File: src/ndcg_pkg.sv
// ----------------------------------------------------------------------------
// ndcg_pkg
// Shared types, constants and gain function for the NDCG ranking score block.
// ----------------------------------------------------------------------------
package ndcg_pkg;

   localparam int MAX_LEN_DEF        = 1024;
   localparam int DISC_FRAC_BITS_DEF = 16;

   localparam int REL_W       = 8;
   localparam int REL_FRAC_W  = 4;
   localparam int RATIO_W     = 18;
   localparam int RATIO_FRAC  = 16;
   localparam int SUM_W       = 48;
   localparam int GAIN_W      = 32;
   localparam int MUL_W       = 32;
   localparam int MANT_W      = 31;   // log2 mantissa, Q1.30
   localparam int MANT_FRAC   = 30;
   localparam int LOG_FRAC_W  = 32;   // fraction bits of log2 result
   localparam int ITER_W      = 5;
   localparam int LIN_SHIFT   = 12;   // Q4.4 -> Q.16
   localparam int ONE_Q16     = 65536;
   localparam int EXP_FRAC_W  = 17;

   localparam logic GAIN_LINEAR = 1'b0;
   localparam logic GAIN_EXP    = 1'b1;

   // 2^(k/16) in Q1.16
   localparam logic [EXP_FRAC_W-1:0] EXP_FRAC [16] = '{
      17'd65536,  17'd68438,  17'd71468,  17'd74632,
      17'd77936,  17'd81386,  17'd84990,  17'd88752,
      17'd92682,  17'd96785,  17'd101070, 17'd105545,
      17'd110218, 17'd115097, 17'd120193, 17'd125515
   };

   typedef enum logic [3:0] {
      ST_IDLE,
      ST_LOG_SQ,
      ST_LOG_ADJ,
      ST_WDIV_GO,
      ST_WDIV_RUN,
      ST_TERM_I,
      ST_ACC_I,
      ST_TERM_P,
      ST_ACC_P,
      ST_CHECK,
      ST_RDIV_RUN,
      ST_EMIT
   } state_type;

   // gain in Q.16
   function automatic logic [GAIN_W-1:0] gain_of(input logic [REL_W-1:0] rel,
                                                 input logic mode);
      logic [GAIN_W-1:0] g;
      if (mode == GAIN_LINEAR) begin
         g = GAIN_W'(rel) << LIN_SHIFT;
      end else begin
         g = (GAIN_W'(EXP_FRAC[rel[REL_FRAC_W-1:0]]) << rel[REL_W-1:REL_FRAC_W])
             - GAIN_W'(ONE_Q16);
      end
      return g;
   endfunction

endpackage

File: src/ndcg_req_if.sv
// ----------------------------------------------------------------------------
// ndcg_req_if
// Input channel: one ranked position per transaction.
// ----------------------------------------------------------------------------
interface ndcg_req_if;
   import ndcg_pkg::*;

   logic             valid;
   logic             ready;
   logic [REL_W-1:0] ideal_relevance;
   logic [REL_W-1:0] predicted_relevance;
   logic             last_position;

   modport source (output valid, output ideal_relevance, output predicted_relevance,
                   output last_position, input ready);
   modport sink   (input valid, input ideal_relevance, input predicted_relevance,
                   input last_position, output ready);
endinterface

File: src/ndcg_rsp_if.sv
// ----------------------------------------------------------------------------
// ndcg_rsp_if
// Result channel: one score per ranked list.
// ----------------------------------------------------------------------------
interface ndcg_rsp_if;
   import ndcg_pkg::*;

   logic               valid;
   logic               ready;
   logic [RATIO_W-1:0] ndcg_value;
   logic               zero_sum;
   logic               list_overflow;

   modport source (output valid, output ndcg_value, output zero_sum,
                   output list_overflow, input ready);
   modport sink   (input valid, input ndcg_value, input zero_sum,
                   input list_overflow, output ready);
endinterface

File: src/ndcg_mul.sv
// ----------------------------------------------------------------------------
// ndcg_mul
// Shared unsigned multiplier with registered product.
// ----------------------------------------------------------------------------
module ndcg_mul (
   input  logic                          clock,
   input  logic [ndcg_pkg::MUL_W-1:0]    a,
   input  logic [ndcg_pkg::MUL_W-1:0]    b,
   output logic [2*ndcg_pkg::MUL_W-1:0]  product
);
   import ndcg_pkg::*;

   logic [2*MUL_W-1:0] prod_ff;
   logic [2*MUL_W-1:0] prod_in;

   assign prod_in = a * b;
   assign product = prod_ff;

   always_ff @(posedge clock) begin
      prod_ff <= prod_in;
   end
endmodule

File: src/ndcg_div.sv
// ----------------------------------------------------------------------------
// ndcg_div
// Shared restoring divider, one quotient bit per cycle. The caller supplies
// the high part of the dividend (already below the divisor) and the low bits
// left-aligned.
// ----------------------------------------------------------------------------
module ndcg_div #(
   parameter int DEN_W = 48,
   parameter int Q_W   = 25
) (
   input  logic                     clock,
   input  logic                     reset,
   input  logic                     start,
   input  logic [$clog2(Q_W+1)-1:0] steps,
   input  logic [DEN_W-1:0]         rem_init,
   input  logic [Q_W-1:0]           lo_bits,
   input  logic [DEN_W-1:0]         divisor,
   output logic                     done,
   output logic [Q_W-1:0]           quotient
);
   import ndcg_pkg::*;

   localparam int STEP_W = $clog2(Q_W+1);

   logic [DEN_W-1:0]  rem_ff, rem_in;
   logic [Q_W-1:0]    lo_ff, lo_in;
   logic [Q_W-1:0]    q_ff, q_in;
   logic [DEN_W-1:0]  den_ff, den_in;
   logic [STEP_W-1:0] cnt_ff, cnt_in;
   logic              done_ff, done_in;

   logic [DEN_W:0]    trial;
   logic [DEN_W:0]    diff;
   logic              ge;

   assign trial = {rem_ff, lo_ff[Q_W-1]};
   assign diff  = trial - {1'b0, den_ff};
   assign ge    = trial >= {1'b0, den_ff};

   always_comb begin
      rem_in  = rem_ff;
      lo_in   = lo_ff;
      q_in    = q_ff;
      den_in  = den_ff;
      cnt_in  = cnt_ff;
      done_in = 1'b0;
      if (start) begin
         rem_in = rem_init;
         lo_in  = lo_bits;
         q_in   = '0;
         den_in = divisor;
         cnt_in = steps;
      end else if (cnt_ff != '0) begin
         rem_in  = ge ? diff[DEN_W-1:0] : trial[DEN_W-1:0];
         lo_in   = lo_ff << 1;
         q_in    = {q_ff[Q_W-2:0], ge};
         cnt_in  = cnt_ff - STEP_W'(1);
         done_in = (cnt_ff == STEP_W'(1));
      end
   end

   always_ff @(posedge clock) begin
      if (reset) begin
         cnt_ff  <= '0;
         done_ff <= 1'b0;
      end else begin
         cnt_ff  <= cnt_in;
         done_ff <= done_in;
      end
   end

   always_ff @(posedge clock) begin
      rem_ff <= rem_in;
      lo_ff  <= lo_in;
      q_ff   <= q_in;
      den_ff <= den_in;
   end

   assign done     = done_ff;
   assign quotient = q_ff;
endmodule

File: src/ndcg_ranking_score.sv
// ----------------------------------------------------------------------------
// ndcg_ranking_score
// Normalized discounted cumulative gain over one ranked list.
// req_ch carries one list position per transaction (ideal and predicted
// relevance, Q4.4, plus a last flag); rsp_ch returns one score per list,
// predicted DCG over ideal DCG in Q2.16. csr_write_enable/csr_write_data set
// gain_mode (0 linear, 1 exponential); the user must write it only while the
// block is idle, and the block itself does not enforce this. For each position,
// 32 squarings on the shared multiplier form log2 of the position, the shared
// divider gives the discount weight one bit a cycle, then two multiply-adds.
// Position 0 in linear mode skips the log and the divide; positions past
// MAX_LEN skip all of it. The last position adds the final 18-bit divide
// (skipped when the score is zero or saturated).
// req_ch.ready is high only between positions. A finished score sits in the
// rsp_ch output register; the next list is accepted while it waits, and the
// block stalls only when a second score is ready before the first is taken.
// Reset clears the sums, position count, overflow flag and gain_mode.
// ----------------------------------------------------------------------------
module ndcg_ranking_score #(
   parameter int MAX_LEN            = ndcg_pkg::MAX_LEN_DEF,
   parameter int DISCOUNT_FRAC_BITS = ndcg_pkg::DISC_FRAC_BITS_DEF
) (
   input  logic       clock,
   input  logic       reset,
   input  logic       csr_write_enable,
   input  logic       csr_write_data,
   ndcg_req_if.sink   req_ch,
   ndcg_rsp_if.source rsp_ch
);
   import ndcg_pkg::*;

   localparam int DFB     = DISCOUNT_FRAC_BITS;
   localparam int CNT_W   = $clog2(MAX_LEN+1);
   localparam int N_W     = $clog2(MAX_LEN+2);
   localparam int K_W     = $clog2(N_W);
   localparam int LG_W    = K_W + LOG_FRAC_W;
   localparam int W_W     = DFB + 1;
   localparam int DIV_Q_W = (DFB + 1 > RATIO_W) ? DFB + 1 : RATIO_W;
   localparam int STEP_W  = $clog2(DIV_Q_W+1);

   state_type state_ff, state_in;

   logic                gain_mode_ff, gain_mode_in;
   logic [CNT_W-1:0]    count_ff, count_in;
   logic [SUM_W-1:0]    ideal_sum_ff, ideal_sum_in;
   logic [SUM_W-1:0]    pred_sum_ff, pred_sum_in;
   logic                ovf_ff, ovf_in;
   logic                rsp_valid_ff, rsp_valid_in;

   logic [REL_W-1:0]      ideal_rel_ff, ideal_rel_in;
   logic [REL_W-1:0]      pred_rel_ff, pred_rel_in;
   logic                  last_ff, last_in;
   logic                  mode_ff, mode_in;
   logic [MANT_W-1:0]     y_ff, y_in;
   logic [K_W-1:0]        k_ff, k_in;
   logic [LOG_FRAC_W-1:0] frac_ff, frac_in;
   logic [ITER_W-1:0]     iter_ff, iter_in;
   logic [W_W-1:0]        weight_ff, weight_in;
   logic [RATIO_W-1:0]    res_ratio_ff, res_ratio_in;
   logic                  res_zero_ff, res_zero_in;
   logic [RATIO_W-1:0]    rsp_ratio_ff, rsp_ratio_in;
   logic                  rsp_zero_ff, rsp_zero_in;
   logic                  rsp_ovf_ff, rsp_ovf_in;

   logic                 req_fire;
   logic                 rsp_free;
   logic [N_W-1:0]       n_w;
   logic [K_W-1:0]       k_w;
   logic [LG_W-1:0]      lg_w;
   logic [MUL_W-1:0]     sq_w;
   logic [SUM_W:0]       ideal_add, pred_add;
   logic                 zero_w;

   logic [MUL_W-1:0]     mul_a, mul_b;
   logic [2*MUL_W-1:0]   mul_prod;
   logic                 div_start;
   logic [STEP_W-1:0]    div_steps;
   logic [SUM_W-1:0]     div_rem_init;
   logic [DIV_Q_W-1:0]   div_lo;
   logic [SUM_W-1:0]     div_den;
   logic                 div_done;
   logic [DIV_Q_W-1:0]   div_q;

   ndcg_mul u_mul (
      .clock   (clock),
      .a       (mul_a),
      .b       (mul_b),
      .product (mul_prod)
   );

   ndcg_div #(
      .DEN_W (SUM_W),
      .Q_W   (DIV_Q_W)
   ) u_div (
      .clock    (clock),
      .reset    (reset),
      .start    (div_start),
      .steps    (div_steps),
      .rem_init (div_rem_init),
      .lo_bits  (div_lo),
      .divisor  (div_den),
      .done     (div_done),
      .quotient (div_q)
   );

   assign req_ch.ready = (state_ff == ST_IDLE);
   assign req_fire     = req_ch.valid && req_ch.ready;
   assign rsp_free     = !rsp_valid_ff || rsp_ch.ready;

   // position number whose log2 gives the discount
   assign n_w = N_W'(count_ff) + ((gain_mode_ff == GAIN_EXP) ? N_W'(2) : N_W'(1));

   always_comb begin
      k_w = '0;
      for (int b = 0; b < N_W; b++) begin
         if (n_w[b]) begin
            k_w = K_W'(b);
         end
      end
   end

   assign lg_w = {k_ff, frac_ff};
   assign sq_w = mul_prod[2*MANT_FRAC+1:MANT_FRAC];

   assign ideal_add = {1'b0, ideal_sum_ff} + (SUM_W+1)'(mul_prod >> DFB);
   assign pred_add  = {1'b0, pred_sum_ff} + (SUM_W+1)'(mul_prod >> DFB);
   assign zero_w    = (ideal_sum_ff == '0) || (pred_sum_ff == '0);

   // next state
   always_comb begin
      state_in = state_ff;
      case (state_ff)
         ST_IDLE: begin
            if (req_fire) begin
               if (count_ff >= CNT_W'(MAX_LEN)) begin
                  state_in = ST_CHECK;
               end else if (gain_mode_ff == GAIN_LINEAR && count_ff == '0) begin
                  state_in = ST_TERM_I;
               end else begin
                  state_in = ST_LOG_SQ;
               end
            end
         end
         ST_LOG_SQ:  state_in = ST_LOG_ADJ;
         ST_LOG_ADJ: begin
            state_in = (iter_ff == ITER_W'(LOG_FRAC_W-1)) ? ST_WDIV_GO : ST_LOG_SQ;
         end
         ST_WDIV_GO: state_in = ST_WDIV_RUN;
         ST_WDIV_RUN: begin
            if (div_done) begin
               state_in = ST_TERM_I;
            end
         end
         ST_TERM_I:  state_in = ST_ACC_I;
         ST_ACC_I:   state_in = ST_TERM_P;
         ST_TERM_P:  state_in = ST_ACC_P;
         ST_ACC_P:   state_in = ST_CHECK;
         ST_CHECK: begin
            if (!last_ff) begin
               state_in = ST_IDLE;
            end else if (zero_w || ({2'b00, pred_sum_ff} >= {ideal_sum_ff, 2'b00})) begin
               state_in = ST_EMIT;
            end else begin
               state_in = ST_RDIV_RUN;
            end
         end
         ST_RDIV_RUN: begin
            if (div_done) begin
               state_in = ST_EMIT;
            end
         end
         ST_EMIT: begin
            if (rsp_free) begin
               state_in = ST_IDLE;
            end
         end
         default: state_in = ST_IDLE;
      endcase
   end

   // datapath and unit controls
   always_comb begin
      gain_mode_in = csr_write_enable ? csr_write_data : gain_mode_ff;
      count_in     = count_ff;
      ideal_sum_in = ideal_sum_ff;
      pred_sum_in  = pred_sum_ff;
      ovf_in       = ovf_ff;
      rsp_valid_in = (rsp_valid_ff && rsp_ch.ready) ? 1'b0 : rsp_valid_ff;
      ideal_rel_in = ideal_rel_ff;
      pred_rel_in  = pred_rel_ff;
      last_in      = last_ff;
      mode_in      = mode_ff;
      y_in         = y_ff;
      k_in         = k_ff;
      frac_in      = frac_ff;
      iter_in      = iter_ff;
      weight_in    = weight_ff;
      res_ratio_in = res_ratio_ff;
      res_zero_in  = res_zero_ff;
      rsp_ratio_in = rsp_ratio_ff;
      rsp_zero_in  = rsp_zero_ff;
      rsp_ovf_in   = rsp_ovf_ff;
      mul_a        = {1'b0, y_ff};
      mul_b        = {1'b0, y_ff};
      div_start    = 1'b0;
      div_steps    = STEP_W'(RATIO_W);
      div_rem_init = pred_sum_ff >> 2;
      div_lo       = DIV_Q_W'({pred_sum_ff[1:0], {RATIO_FRAC{1'b0}}}) << (DIV_Q_W - RATIO_W);
      div_den      = ideal_sum_ff;

      case (state_ff)
         ST_IDLE: begin
            if (req_fire) begin
               ideal_rel_in = req_ch.ideal_relevance;
               pred_rel_in  = req_ch.predicted_relevance;
               last_in      = req_ch.last_position;
               mode_in      = gain_mode_ff;
               if (count_ff >= CNT_W'(MAX_LEN)) begin
                  ovf_in = 1'b1;
               end
               weight_in = W_W'(1) << DFB;
               y_in      = MANT_W'(n_w) << (MANT_FRAC - int'(k_w));
               k_in      = k_w;
               frac_in   = '0;
               iter_in   = '0;
            end
         end
         ST_LOG_ADJ: begin
            // renormalize the squared mantissa; an overflow past 2 is a 1 bit
            if (sq_w[MUL_W-1]) begin
               y_in    = sq_w[MUL_W-1:1];
               frac_in = {frac_ff[LOG_FRAC_W-2:0], 1'b1};
            end else begin
               y_in    = sq_w[MANT_W-1:0];
               frac_in = {frac_ff[LOG_FRAC_W-2:0], 1'b0};
            end
            iter_in = iter_ff + ITER_W'(1);
         end
         ST_WDIV_GO: begin
            // (2^(DFB+32) + lg/2) / lg; the high part is 2^31 + lg >> (DFB+2)
            div_start    = 1'b1;
            div_steps    = STEP_W'(W_W);
            div_rem_init = (SUM_W'(1) << (LOG_FRAC_W-1)) | SUM_W'(lg_w >> (DFB+2));
            div_lo       = DIV_Q_W'(lg_w[DFB+1:1]) << (DIV_Q_W - W_W);
            div_den      = SUM_W'(lg_w);
         end
         ST_WDIV_RUN: begin
            if (div_done) begin
               weight_in = div_q[W_W-1:0];
            end
         end
         ST_TERM_I: begin
            mul_a = gain_of(ideal_rel_ff, mode_ff);
            mul_b = MUL_W'(weight_ff);
         end
         ST_ACC_I: begin
            ideal_sum_in = ideal_add[SUM_W] ? '1 : ideal_add[SUM_W-1:0];
         end
         ST_TERM_P: begin
            mul_a = gain_of(pred_rel_ff, mode_ff);
            mul_b = MUL_W'(weight_ff);
         end
         ST_ACC_P: begin
            pred_sum_in = pred_add[SUM_W] ? '1 : pred_add[SUM_W-1:0];
            count_in    = count_ff + CNT_W'(1);
         end
         ST_CHECK: begin
            res_zero_in = zero_w;
            if (zero_w) begin
               res_ratio_in = '0;
            end else if ({2'b00, pred_sum_ff} >= {ideal_sum_ff, 2'b00}) begin
               res_ratio_in = '1;
            end else if (last_ff) begin
               div_start = 1'b1;
            end
         end
         ST_RDIV_RUN: begin
            if (div_done) begin
               res_ratio_in = div_q[RATIO_W-1:0];
            end
         end
         ST_EMIT: begin
            if (rsp_free) begin
               rsp_valid_in = 1'b1;
               rsp_ratio_in = res_ratio_ff;
               rsp_zero_in  = res_zero_ff;
               rsp_ovf_in   = ovf_ff;
               count_in     = '0;
               ideal_sum_in = '0;
               pred_sum_in  = '0;
               ovf_in       = 1'b0;
            end
         end
         default: begin
         end
      endcase
   end

   always_ff @(posedge clock) begin
      if (reset) begin
         state_ff     <= ST_IDLE;
         gain_mode_ff <= GAIN_LINEAR;
         count_ff     <= '0;
         ideal_sum_ff <= '0;
         pred_sum_ff  <= '0;
         ovf_ff       <= 1'b0;
         rsp_valid_ff <= 1'b0;
      end else begin
         state_ff     <= state_in;
         gain_mode_ff <= gain_mode_in;
         count_ff     <= count_in;
         ideal_sum_ff <= ideal_sum_in;
         pred_sum_ff  <= pred_sum_in;
         ovf_ff       <= ovf_in;
         rsp_valid_ff <= rsp_valid_in;
      end
   end

   always_ff @(posedge clock) begin
      ideal_rel_ff <= ideal_rel_in;
      pred_rel_ff  <= pred_rel_in;
      last_ff      <= last_in;
      mode_ff      <= mode_in;
      y_ff         <= y_in;
      k_ff         <= k_in;
      frac_ff      <= frac_in;
      iter_ff      <= iter_in;
      weight_ff    <= weight_in;
      res_ratio_ff <= res_ratio_in;
      res_zero_ff  <= res_zero_in;
      rsp_ratio_ff <= rsp_ratio_in;
      rsp_zero_ff  <= rsp_zero_in;
      rsp_ovf_ff   <= rsp_ovf_in;
   end

   assign rsp_ch.valid         = rsp_valid_ff;
   assign rsp_ch.ndcg_value    = rsp_ratio_ff;
   assign rsp_ch.zero_sum      = rsp_zero_ff;
   assign rsp_ch.list_overflow = rsp_ovf_ff;

`ifndef SYNTHESIS
   a_div_done_in_wait: assert property (@(posedge clock) disable iff (reset)
      div_done |-> (state_ff == ST_WDIV_RUN || state_ff == ST_RDIV_RUN))
      else $error("divider finished outside a wait state");

   a_rsp_from_emit: assert property (@(posedge clock) disable iff (reset)
      $rose(rsp_valid_ff) |-> ($past(state_ff) == ST_EMIT))
      else $error("result raised outside the emit step");

   a_zero_sum_value: assert property (@(posedge clock) disable iff (reset)
      (rsp_valid_ff && rsp_zero_ff) |-> (rsp_ratio_ff == '0))
      else $error("zero-sum result carries a nonzero score");

   a_list_cleared: assert property (@(posedge clock) disable iff (reset)
      (state_ff == ST_EMIT && state_in == ST_IDLE) |=>
         (count_ff == '0 && ideal_sum_ff == '0 && pred_sum_ff == '0 && !ovf_ff))
      else $error("list state not cleared after a result");
`endif
endmodule
File: src/flat_wrapper.sv
// flat-port wrapper written by rule: the top's interface ports become plain ports
module ndcg_ranking_score_flat import ndcg_pkg::*;
#(
   parameter int MAX_LEN            = ndcg_pkg::MAX_LEN_DEF,
   parameter int DISCOUNT_FRAC_BITS = ndcg_pkg::DISC_FRAC_BITS_DEF
)
  (clock, reset, csr_write_enable, csr_write_data, req_ch_valid, req_ch_ideal_relevance, req_ch_predicted_relevance, req_ch_last_position, req_ch_ready, rsp_ch_valid, rsp_ch_ndcg_value, rsp_ch_zero_sum, rsp_ch_list_overflow, rsp_ch_ready);
  ndcg_req_if req_ch_i ();
  ndcg_rsp_if rsp_ch_i ();
  input  logic clock;
  input  logic reset;
  input  logic csr_write_enable;
  input  logic csr_write_data;
  input wire logic [$bits(req_ch_i.valid)-1:0] req_ch_valid;
  input wire logic [$bits(req_ch_i.ideal_relevance)-1:0] req_ch_ideal_relevance;
  input wire logic [$bits(req_ch_i.predicted_relevance)-1:0] req_ch_predicted_relevance;
  input wire logic [$bits(req_ch_i.last_position)-1:0] req_ch_last_position;
  output wire logic [$bits(req_ch_i.ready)-1:0] req_ch_ready;
  output wire logic [$bits(rsp_ch_i.valid)-1:0] rsp_ch_valid;
  output wire logic [$bits(rsp_ch_i.ndcg_value)-1:0] rsp_ch_ndcg_value;
  output wire logic [$bits(rsp_ch_i.zero_sum)-1:0] rsp_ch_zero_sum;
  output wire logic [$bits(rsp_ch_i.list_overflow)-1:0] rsp_ch_list_overflow;
  input wire logic [$bits(rsp_ch_i.ready)-1:0] rsp_ch_ready;
  assign req_ch_i.valid = req_ch_valid;
  assign req_ch_i.ideal_relevance = req_ch_ideal_relevance;
  assign req_ch_i.predicted_relevance = req_ch_predicted_relevance;
  assign req_ch_i.last_position = req_ch_last_position;
  assign req_ch_ready = req_ch_i.ready;
  assign rsp_ch_valid = rsp_ch_i.valid;
  assign rsp_ch_ndcg_value = rsp_ch_i.ndcg_value;
  assign rsp_ch_zero_sum = rsp_ch_i.zero_sum;
  assign rsp_ch_list_overflow = rsp_ch_i.list_overflow;
  assign rsp_ch_i.ready = rsp_ch_ready;
  ndcg_ranking_score #(.MAX_LEN(MAX_LEN), .DISCOUNT_FRAC_BITS(DISCOUNT_FRAC_BITS)) u_core (.clock(clock), .reset(reset), .csr_write_enable(csr_write_enable), .csr_write_data(csr_write_data), .req_ch(req_ch_i), .rsp_ch(rsp_ch_i));
endmodule
File: config.mk
export PLATFORM = sky130hd
export DESIGN_NAME = ndcg_ranking_score_flat
export DESIGN_NICKNAME = d
export VERILOG_FILES = /design/src/ndcg_pkg.sv /design/src/ndcg_req_if.sv /design/src/ndcg_rsp_if.sv /design/src/ndcg_mul.sv /design/src/ndcg_div.sv /design/src/ndcg_ranking_score.sv /design/src/flat_wrapper.sv
export SDC_FILE = /design/constraint.sdc
export NUM_CORES = 2
export LEC_CHECK = 0
export BUFFER_PORTS_ARGS = -buffer_cell sky130_fd_sc_hd__buf_4
export CAP_MARGIN = 40
export CORE_MARGIN = 2
export CORE_UTILIZATION = 35
export CTS_BUF_LIST = sky130_fd_sc_hd__clkbuf_4
export CTS_CLUSTER_SIZE = 28
export DETAILED_ROUTE_END_ITERATION = 12
export GPL_ROUTABILITY_DRIVEN = 0
export PLACE_DENSITY_LB_ADDON = 0.25
export SLEW_MARGIN = 20
export SYNTH_ARGS = -nofsm -noshare
export SYNTH_HDL_FRONTEND = slang
export SYNTH_SLANG_ARGS = --single-unit
export TNS_END_PERCENT = 1
File: constraint.sdc
create_clock -name clock -period 15.63 [get_ports clock]
set_input_delay 3.126 -clock clock [delete_from_list [all_inputs] [get_ports clock]]
set_output_delay 3.126 -clock clock [all_outputs]
set_load 0.05 [all_outputs]
==> Word-level counts from Yosys, hierarchy flattened <==
Memory sizes are Yosys's and may differ from the RTL's.
Cells that the tools add are included.
{ "totals": {"regBits": 462, "romBits": 544, "input_bits": 23, "word_cells": 176, "n_memories": 2} }
{ "op_classes": {"addsub": 10, "n_mul": 1, "n_lt_le_gt_ge": 5, "eq_ne": 19, "shifts": 3, "n_mux": 73, "bitwise_logic": 4, "reduce_logical": 30} }
{ "mem_list": {"columns": ["memory", "depth", "width", "read_ports", "rd_ports_with_merged_regs", "write_ports", "line", "rtl"], "rows": [
  ["(no name shown)", 16, 17, 1, 0, 0, "ndcg_pkg.sv:58", "g = (GAIN_W'(EXP_FRAC[rel[REL_FRAC_W-1:0]]) << rel[REL_W-1:REL_FRAC_W])"],
  ["(no name shown)", 16, 17, 1, 0, 0, "ndcg_pkg.sv:58", null]
]} }
{ "op_table": {"columns": ["cell", "count"], "rows": [
  ["48-bit 2-to-1 mux", 6],
  ["48-bit one-hot mux with 2 select lines", 2],
  ["32-bit one-hot mux with 2 select lines", 2],
  ["18-bit 2-to-1 mux", 6],
  ["17-bit 2-to-1 mux", 6],
  ["48-bit by 48-bit adder with 49-bit output", 2],
  ["48-bit zero test", 2],
  ["32-bit 2-to-1 mux", 3],
  ["31-bit 2-to-1 mux", 3],
  ["17-bit by 4-bit left shift with 32-bit output", 2],
  ["32-bit by 17-bit subtractor with 32-bit output, second input constant", 2],
  ["32-bit by 31-bit multiplier with 63-bit output", 1],
  ["31-bit one-hot mux with 2 select lines", 1],
  ["4-bit 2-to-1 mux", 15],
  ["48-bit by 50-bit >= comparator with 1-bit output", 1],
  ["49-bit by 48-bit >= comparator with 1-bit output", 1],
  ["4-bit one-hot mux with 12 select lines", 1],
  ["48-bit subtractor", 1],
  ["46-bit 2-to-1 mux", 1],
  ["36-bit 2-to-1 mux", 1],
  ["18-bit one-hot mux with 2 select lines", 1],
  ["17-bit one-hot mux with 2 select lines", 1],
  ["11-bit by 32-bit left shift with 31-bit output", 1],
  ["11-bit one-hot mux with 2 select lines", 1],
  ["37 further kinds", 82]
]} }

==> Logic depth before layout (Yosys ltp) <==
{ "logic_depth": {"ltp_word": 16, "ltp_mapped": 48} }

==> Cells and area by module <==
From an unflattened synthesis, not the netlist that was laid out.
{ "hier_totals": {"cells_unflattened": 7492, "area_unflattened_um2": 66428.7} }
{ "by_module_without_submodules": {"columns": ["mod", "n_inst", "cells_per_inst", "area_each_um2", "seq_area_each_um2"], "rows": [
  ["ndcg_mul", 1, 3772, 34769.6, 1281.2],
  ["ndcg_ranking_score", 1, 2843, 23113.4, 6666.4],
  ["ndcg_div", 1, 877, 8545.7, 3903.7]
]} }

==> Worst setup path before layout <==
Ideal clock, no wire load.
{ "synth_timing": {"path_type": "reg2reg", "start": "reg u_core.pred_rel_ff[0]", "end": "reg u_core.u_mul.prod_ff[61], in the netlist u_core.u_mul.product[61]", "arrival_time_ns": 10.524, "required_ns": 15.512, "slack_ns": 4.988, "stages_incl_launch_ff": 44, "path_buffers": 4, "synth_period_minus_slack_ns": 10.642, "cell_sequence": "edfxtp_1 clkbuf_1 inv_1 ha_1 clkbuf_1 mux2_2 mux4_2 mux4_2 or2_2 o211ai_1 o211ai_1 nand3_1 o21a_1 clkbuf_1 nand2_1 fa_1 inv_1 fa_1 [8 not listed] fa_1 inv_1 fa_1 inv_1 ha_1 clkbuf_1 and4_1 nor4b_1 a211oi_1 o21a_1 and3_1 a21oi_1 a21oi_1 o21ai_0 a21oi_1 o221ai_1 a21oi_1 xnor2_1"} }
{ "synth_via": {"elab_chain_cells": 9} }
{ "synth_lines": {"columns": ["item", "line", "rtl"], "rows": [
  ["from (decl)", "ndcg_ranking_score.sv:51", "logic [REL_W-1:0] pred_rel_ff, pred_rel_in;"],
  ["from (signal assigned)", "ndcg_ranking_score.sv:321", "pred_rel_ff <= pred_rel_in;"],
  ["4-bit inverter with 5-bit output (implied by the code)", "ndcg_pkg.sv:58", null],
  ["memory 16 x 17 bit", null, null],
  ["17-bit 2-to-1 mux (implied by the code) (2 in series)", "ndcg_pkg.sv:58", null],
  ["17-bit by 4-bit left shift with 32-bit output", "ndcg_pkg.sv:58", null],
  ["32-bit by 17-bit subtractor with 32-bit output", "ndcg_pkg.sv:59", "- GAIN_W'(ONE_Q16);"],
  ["32-bit 2-to-1 mux *", "ndcg_pkg.sv:55", "if (mode == GAIN_LINEAR) begin"],
  ["32-bit one-hot mux with 2 select lines *", "ndcg_ranking_score.sv:211", "case (state_ff)"],
  ["32-bit by 31-bit multiplier with 63-bit output *", "ndcg_mul.sv:16", "assign prod_in = a * b;"],
  ["net u_core.u_mul.prod_in[61]", "ndcg_mul.sv:14", "logic [2*MUL_W-1:0] prod_in;"],
  ["to (signal assigned)", "ndcg_mul.sv:20", "prod_ff <= prod_in;"],
  ["to (decl)", "ndcg_mul.sv:13", "logic [2*MUL_W-1:0] prod_ff;"]
]} }
Mark *: on every way through the listed nets, which the timed path passes. The rest lies on a longest branch. The select of a mux whose other input is x is not followed.
A chain may end at the register's enable or synchronous reset.

==> Worst setup path after layout <==
{ "layout_timing": {"start": "reg u_core.ideal_rel_ff[1]", "end": "reg u_core.u_mul.prod_ff[61], in the netlist u_core.u_mul.product[61]"} }
{ "layout_via": {"elab_chain_cells": 9} }
{ "layout_lines": {"columns": ["item", "line", "rtl"], "rows": [
  ["from (decl)", "ndcg_ranking_score.sv:50", "logic [REL_W-1:0] ideal_rel_ff, ideal_rel_in;"],
  ["from (signal assigned)", "ndcg_ranking_score.sv:320", "ideal_rel_ff <= ideal_rel_in;"],
  ["4-bit inverter with 5-bit output (implied by the code)", "ndcg_pkg.sv:58", null],
  ["memory 16 x 17 bit", null, null],
  ["17-bit 2-to-1 mux (implied by the code) (2 in series)", "ndcg_pkg.sv:58", null],
  ["17-bit by 4-bit left shift with 32-bit output", "ndcg_pkg.sv:58", null],
  ["32-bit by 17-bit subtractor with 32-bit output", "ndcg_pkg.sv:59", null],
  ["32-bit 2-to-1 mux *", "ndcg_pkg.sv:55", null],
  ["32-bit one-hot mux with 2 select lines *", "ndcg_ranking_score.sv:211", null],
  ["32-bit by 31-bit multiplier with 63-bit output *", "ndcg_mul.sv:16", null],
  ["net u_core.u_mul.prod_in[61]", "ndcg_mul.sv:14", null]
]} }
Marks and branches as above.

==> impl_summary.md <==
Synthesis
The total of warnings raised by yosys is 0. After technology mapping, the gate count stands at 7180. Counting flops with a built-in enable in the synthesized netlist gives 259.

The library cell occupying the most area in the post-synthesis netlist is sky130_fd_sc_hd__fa_1. The synthesized area per cell is 8.75 µm². The fraction of registers with async set or reset after synthesis is 0%. The share of the Yosys chip area taken by registers is 18.3%.

By area the synthesized netlist is led by sky130_fd_sc_hd__fa_1 28%, sky130_fd_sc_hd__edfxtp_1 12%, sky130_fd_sc_hd__ha_1 9.3%. The synthesized design devotes to its leading area cell type 27.7% of total area. The prevailing post-synth register cell is sky130_fd_sc_hd__edfxtp_1. The netlist uses 99 different library cells. After synthesis the netlist holds a flip-flop and latch count of 444. The total standard cell area after synthesis is 62800 µm².

CTS
Clock-pin slew was measured on the worst setup and hold paths at 70 ps. The clock tree from TritonCTS is yes. The number of H-tree branching levels is 4. The number of clock sinks is 444.

The total clock buffers created by CTS is 130. The number of gates resized after cts is 0. For this design, the CTS-stage hold fixing added 0 buffers. Buffers added to address setup during post-CTS repair amount to 0. The cell at the root of the clock tree is sky130_fd_sc_hd__clkbuf_4. The clock latency on the worst-skew pair is 1150 ps. The maximum clock path buffer count is 3.

STA
The fraction of the cycle the final worst path needs is 81.7%. At the pin with the least slew margin, the transition time is 920 ps. Setup repair after global routing left no endpoint under its margin. Counting I/O delays and the setup requirement, the final critical path takes 12770 ps.

The worst relative slew slack is 38.7%. The setup violation total in the final timing report is 0. The final-report hold violation count came to 0. In the post-route analysis, the smallest setup slack over all paths is 2860 ps. The worst setup skew after layout is 192 ps.

The number of max-slew violations in the final report is 0. Static timing analysis puts the maximum clock frequency at 78.3 MHz. Setup total negative slack on the finished layout was measured at 0 ps.

Routing
Before antenna repair, the detailed router went through 6 iterations. Using the TritonRoute via totals, the vias-per-cell ratio works out to 5.37. After detailed routing, the number of remaining DRC violations is 0. The total routed wirelength is 208000 µm. The average wire length per cell after detail routing is 21.7 µm. In this run, the number of DRC markers left after iteration 0 of detailed routing was 4499. The final route contains 51545 vias. The number of nets with antenna violations after detailed routing is 0.

Global route
Across every metal layer, demand over resource in global routing totals 23.0%. The global route total overflow is 0. The number of antenna violations at the first check in global routing is 8. The maximum number of pins on one net before global-route repair is 133. The via count of the first global-routing pass is 52945. The first global-routing pass estimated 322000 µm of wire.

Floorplanning
45 I/O pins were placed. Measured along the x axis, the die boundary spans 428 µm. The floorplan has 155 rows.

In this run the vertical extent of the chip is 428 µm. The core region is 178000 µm². The die covers 183000 µm². For this configuration, the core starts out at a cell density of 35.2%.

Run status
The run finished with clean final reports.

Worst setup path
The library cell contributing the largest single delay on the critical path is sky130_fd_sc_hd__edfxtp_1. STA puts the critical path data arrival time at 13660 ps. STA classifies the critical path endpoint as a flip-flop. The largest single stage delay on the critical path is 690 ps. The worst-path maximum fanout is 26. The kind of critical path is reg -> reg. The type of element launching the critical path is a flip-flop. Counting stages on the worst path, the most repeated cell is sky130_fd_sc_hd__fa_1.

At the worst endpoint, the required time is 16530 ps.

Run
Across the run, the number of max-cap violations was 0.

Layout
In the final layout, the share of cells above drive strength 1 is 7.14%. The area added between synthesis and finish is 7.81%. The top cell types in the final layout, fill and taps aside, are 1224 x sky130_fd_sc_hd__inv_1, 985 x sky130_fd_sc_hd__nand2_1, 869 x sky130_fd_sc_hd__fa_1. The library cell used most frequently in the layout, excluding fill and tap cells, is sky130_fd_sc_hd__inv_1.

The total number of nets in the final design is 8487.

Place
The count of buffers inserted at the top-level ports is 44. The half-perimeter wire length after detailed placement is 161000 µm. Prior to clock tree synthesis, the placed netlist has a worst setup slack of 3280 ps.

Min path
The type of the worst min-delay path is reg -> reg.
layout make-up:
cell class,instances,area (µm²)
tap,2355,2950
clock buffer,192,1440
fill,18253,111000
timing repair buffer,174,1470
sequential,444,11500
clock inverter,42,300
antenna,7,17.5
inverter,1234,4630
multi-input combinational,5142,45400
kinds of logic (layout without fill, tap and decap cells):
kind of cell	Yosys count	after routing	share of synthesized area (%)
multiplexers	153	153	2.98
adder cells (fa/ha/maj)	1338	1338	37.0
XOR/XNOR	217	217	3.03
AO/OA/AOI/OAI	1322	1322	13.5
buffers and inverters	1606	1642	9.74
flip-flops	444	444	18.3
AND/OR/NAND/NOR	2098	2098	15.5
other	2	21	0.0120
cells in the mapped netlist (all sizes together), types with 16 or more instances:
cell type	instances
inv	1228
nand2	990
fa	869
ha	469
a21oi	392
nor2	318
clkbuf	316
o21ai	280
edfxtp	259
dfxtp	185
and2	181
a21o	175
nand3	143
xnor2	131
and3	127
a211oi	118
mux2i	104
xor2	86
nor3	63
nand4	62
buf	56
nand2b	47
nor2b	44
nor4	40
o211ai	33
o21bai	31
a31oi	30
o21a	30
o31ai	26
mux2	25
mux4	24
a22oi	23
or3	22
a22o	19
o22ai	19
or2	18
a21boi	16
sequential cells by signal (all words and copies together) (netlist names), 8 cells and up:
register,flops
u_core.res_ratio_ff,18
u_core.rsp_ch.ndcg_value,18
u_core.u_div.lo_ff,17
u_core.u_mul.product,47
u_core.y_ff,31
u_core.ideal_rel_ff,8
u_core.ideal_sum_ff,48
u_core.u_div.quotient,18
u_core.count_ff,11
u_core.u_div.rem_ff,48
u_core.u_div.den_ff,48
u_core.pred_rel_ff,8
u_core.frac_ff,32
u_core.weight_ff,17
u_core.pred_sum_ff,48
path summary, 6_finish.rpt:
path	startpoint	endpoint	slack [ps]	depth (start not counted)
setup / recovery	u_core.ideal_rel_ff[1]$_DFFE_PP_	u_core.u_mul.product[61]$_DFF_P_	2860	40
hold / removal	u_core.res_ratio_ff[2]$_DFFE_PP_	u_core.rsp_ch.ndcg_value[2]$_DFFE_PP_	390	0
setup reg to reg	u_core.ideal_rel_ff[1]$_DFFE_PP_	u_core.u_mul.product[61]$_DFF_P_	2860	40
hold reg to reg	u_core.res_ratio_ff[2]$_DFFE_PP_	u_core.rsp_ch.ndcg_value[2]$_DFFE_PP_	390	0
critical path: cells and delay by family (launching register included):
| kind | cells | cell delay (ps) |
|---|---|---|
| buffers and inverters | 8 | 1030 |
| adder cells (fa/ha/maj) | 10 | 4850 |
| XOR/XNOR | 2 | 240 |
| multiplexers | 2 | 990 |
| AND/OR/NAND/NOR | 4 | 790 |
| flip-flops | 1 | 690 |
| AO/OA/AOI/OAI | 14 | 3900 |
per-stage QoR:
step	hold WS, ps	utilization (%)	std cells	cell area (µm²)
after CTS	383	37.9	9576	67600
after detailed placement	405	36.9	9342	65900
final	389	38.0	9590	67700
after global routing	403	38.0	9590	67700
after floorplan	400	-	7192	62900
after global placement	404	36.8	9329	65700
metal layers:
layer / wire (µm) / global-route usage [%]
met5: 53 / 0
met4: 10400 / 10.3
met3: 13800 / 3.59
met2: 96000 / 37.1
met1: 87600 / 30.5
Power is left out: the tool's default activity adds up to more than one toggle a clock period on the data nets, which glitch-free logic cannot reach.
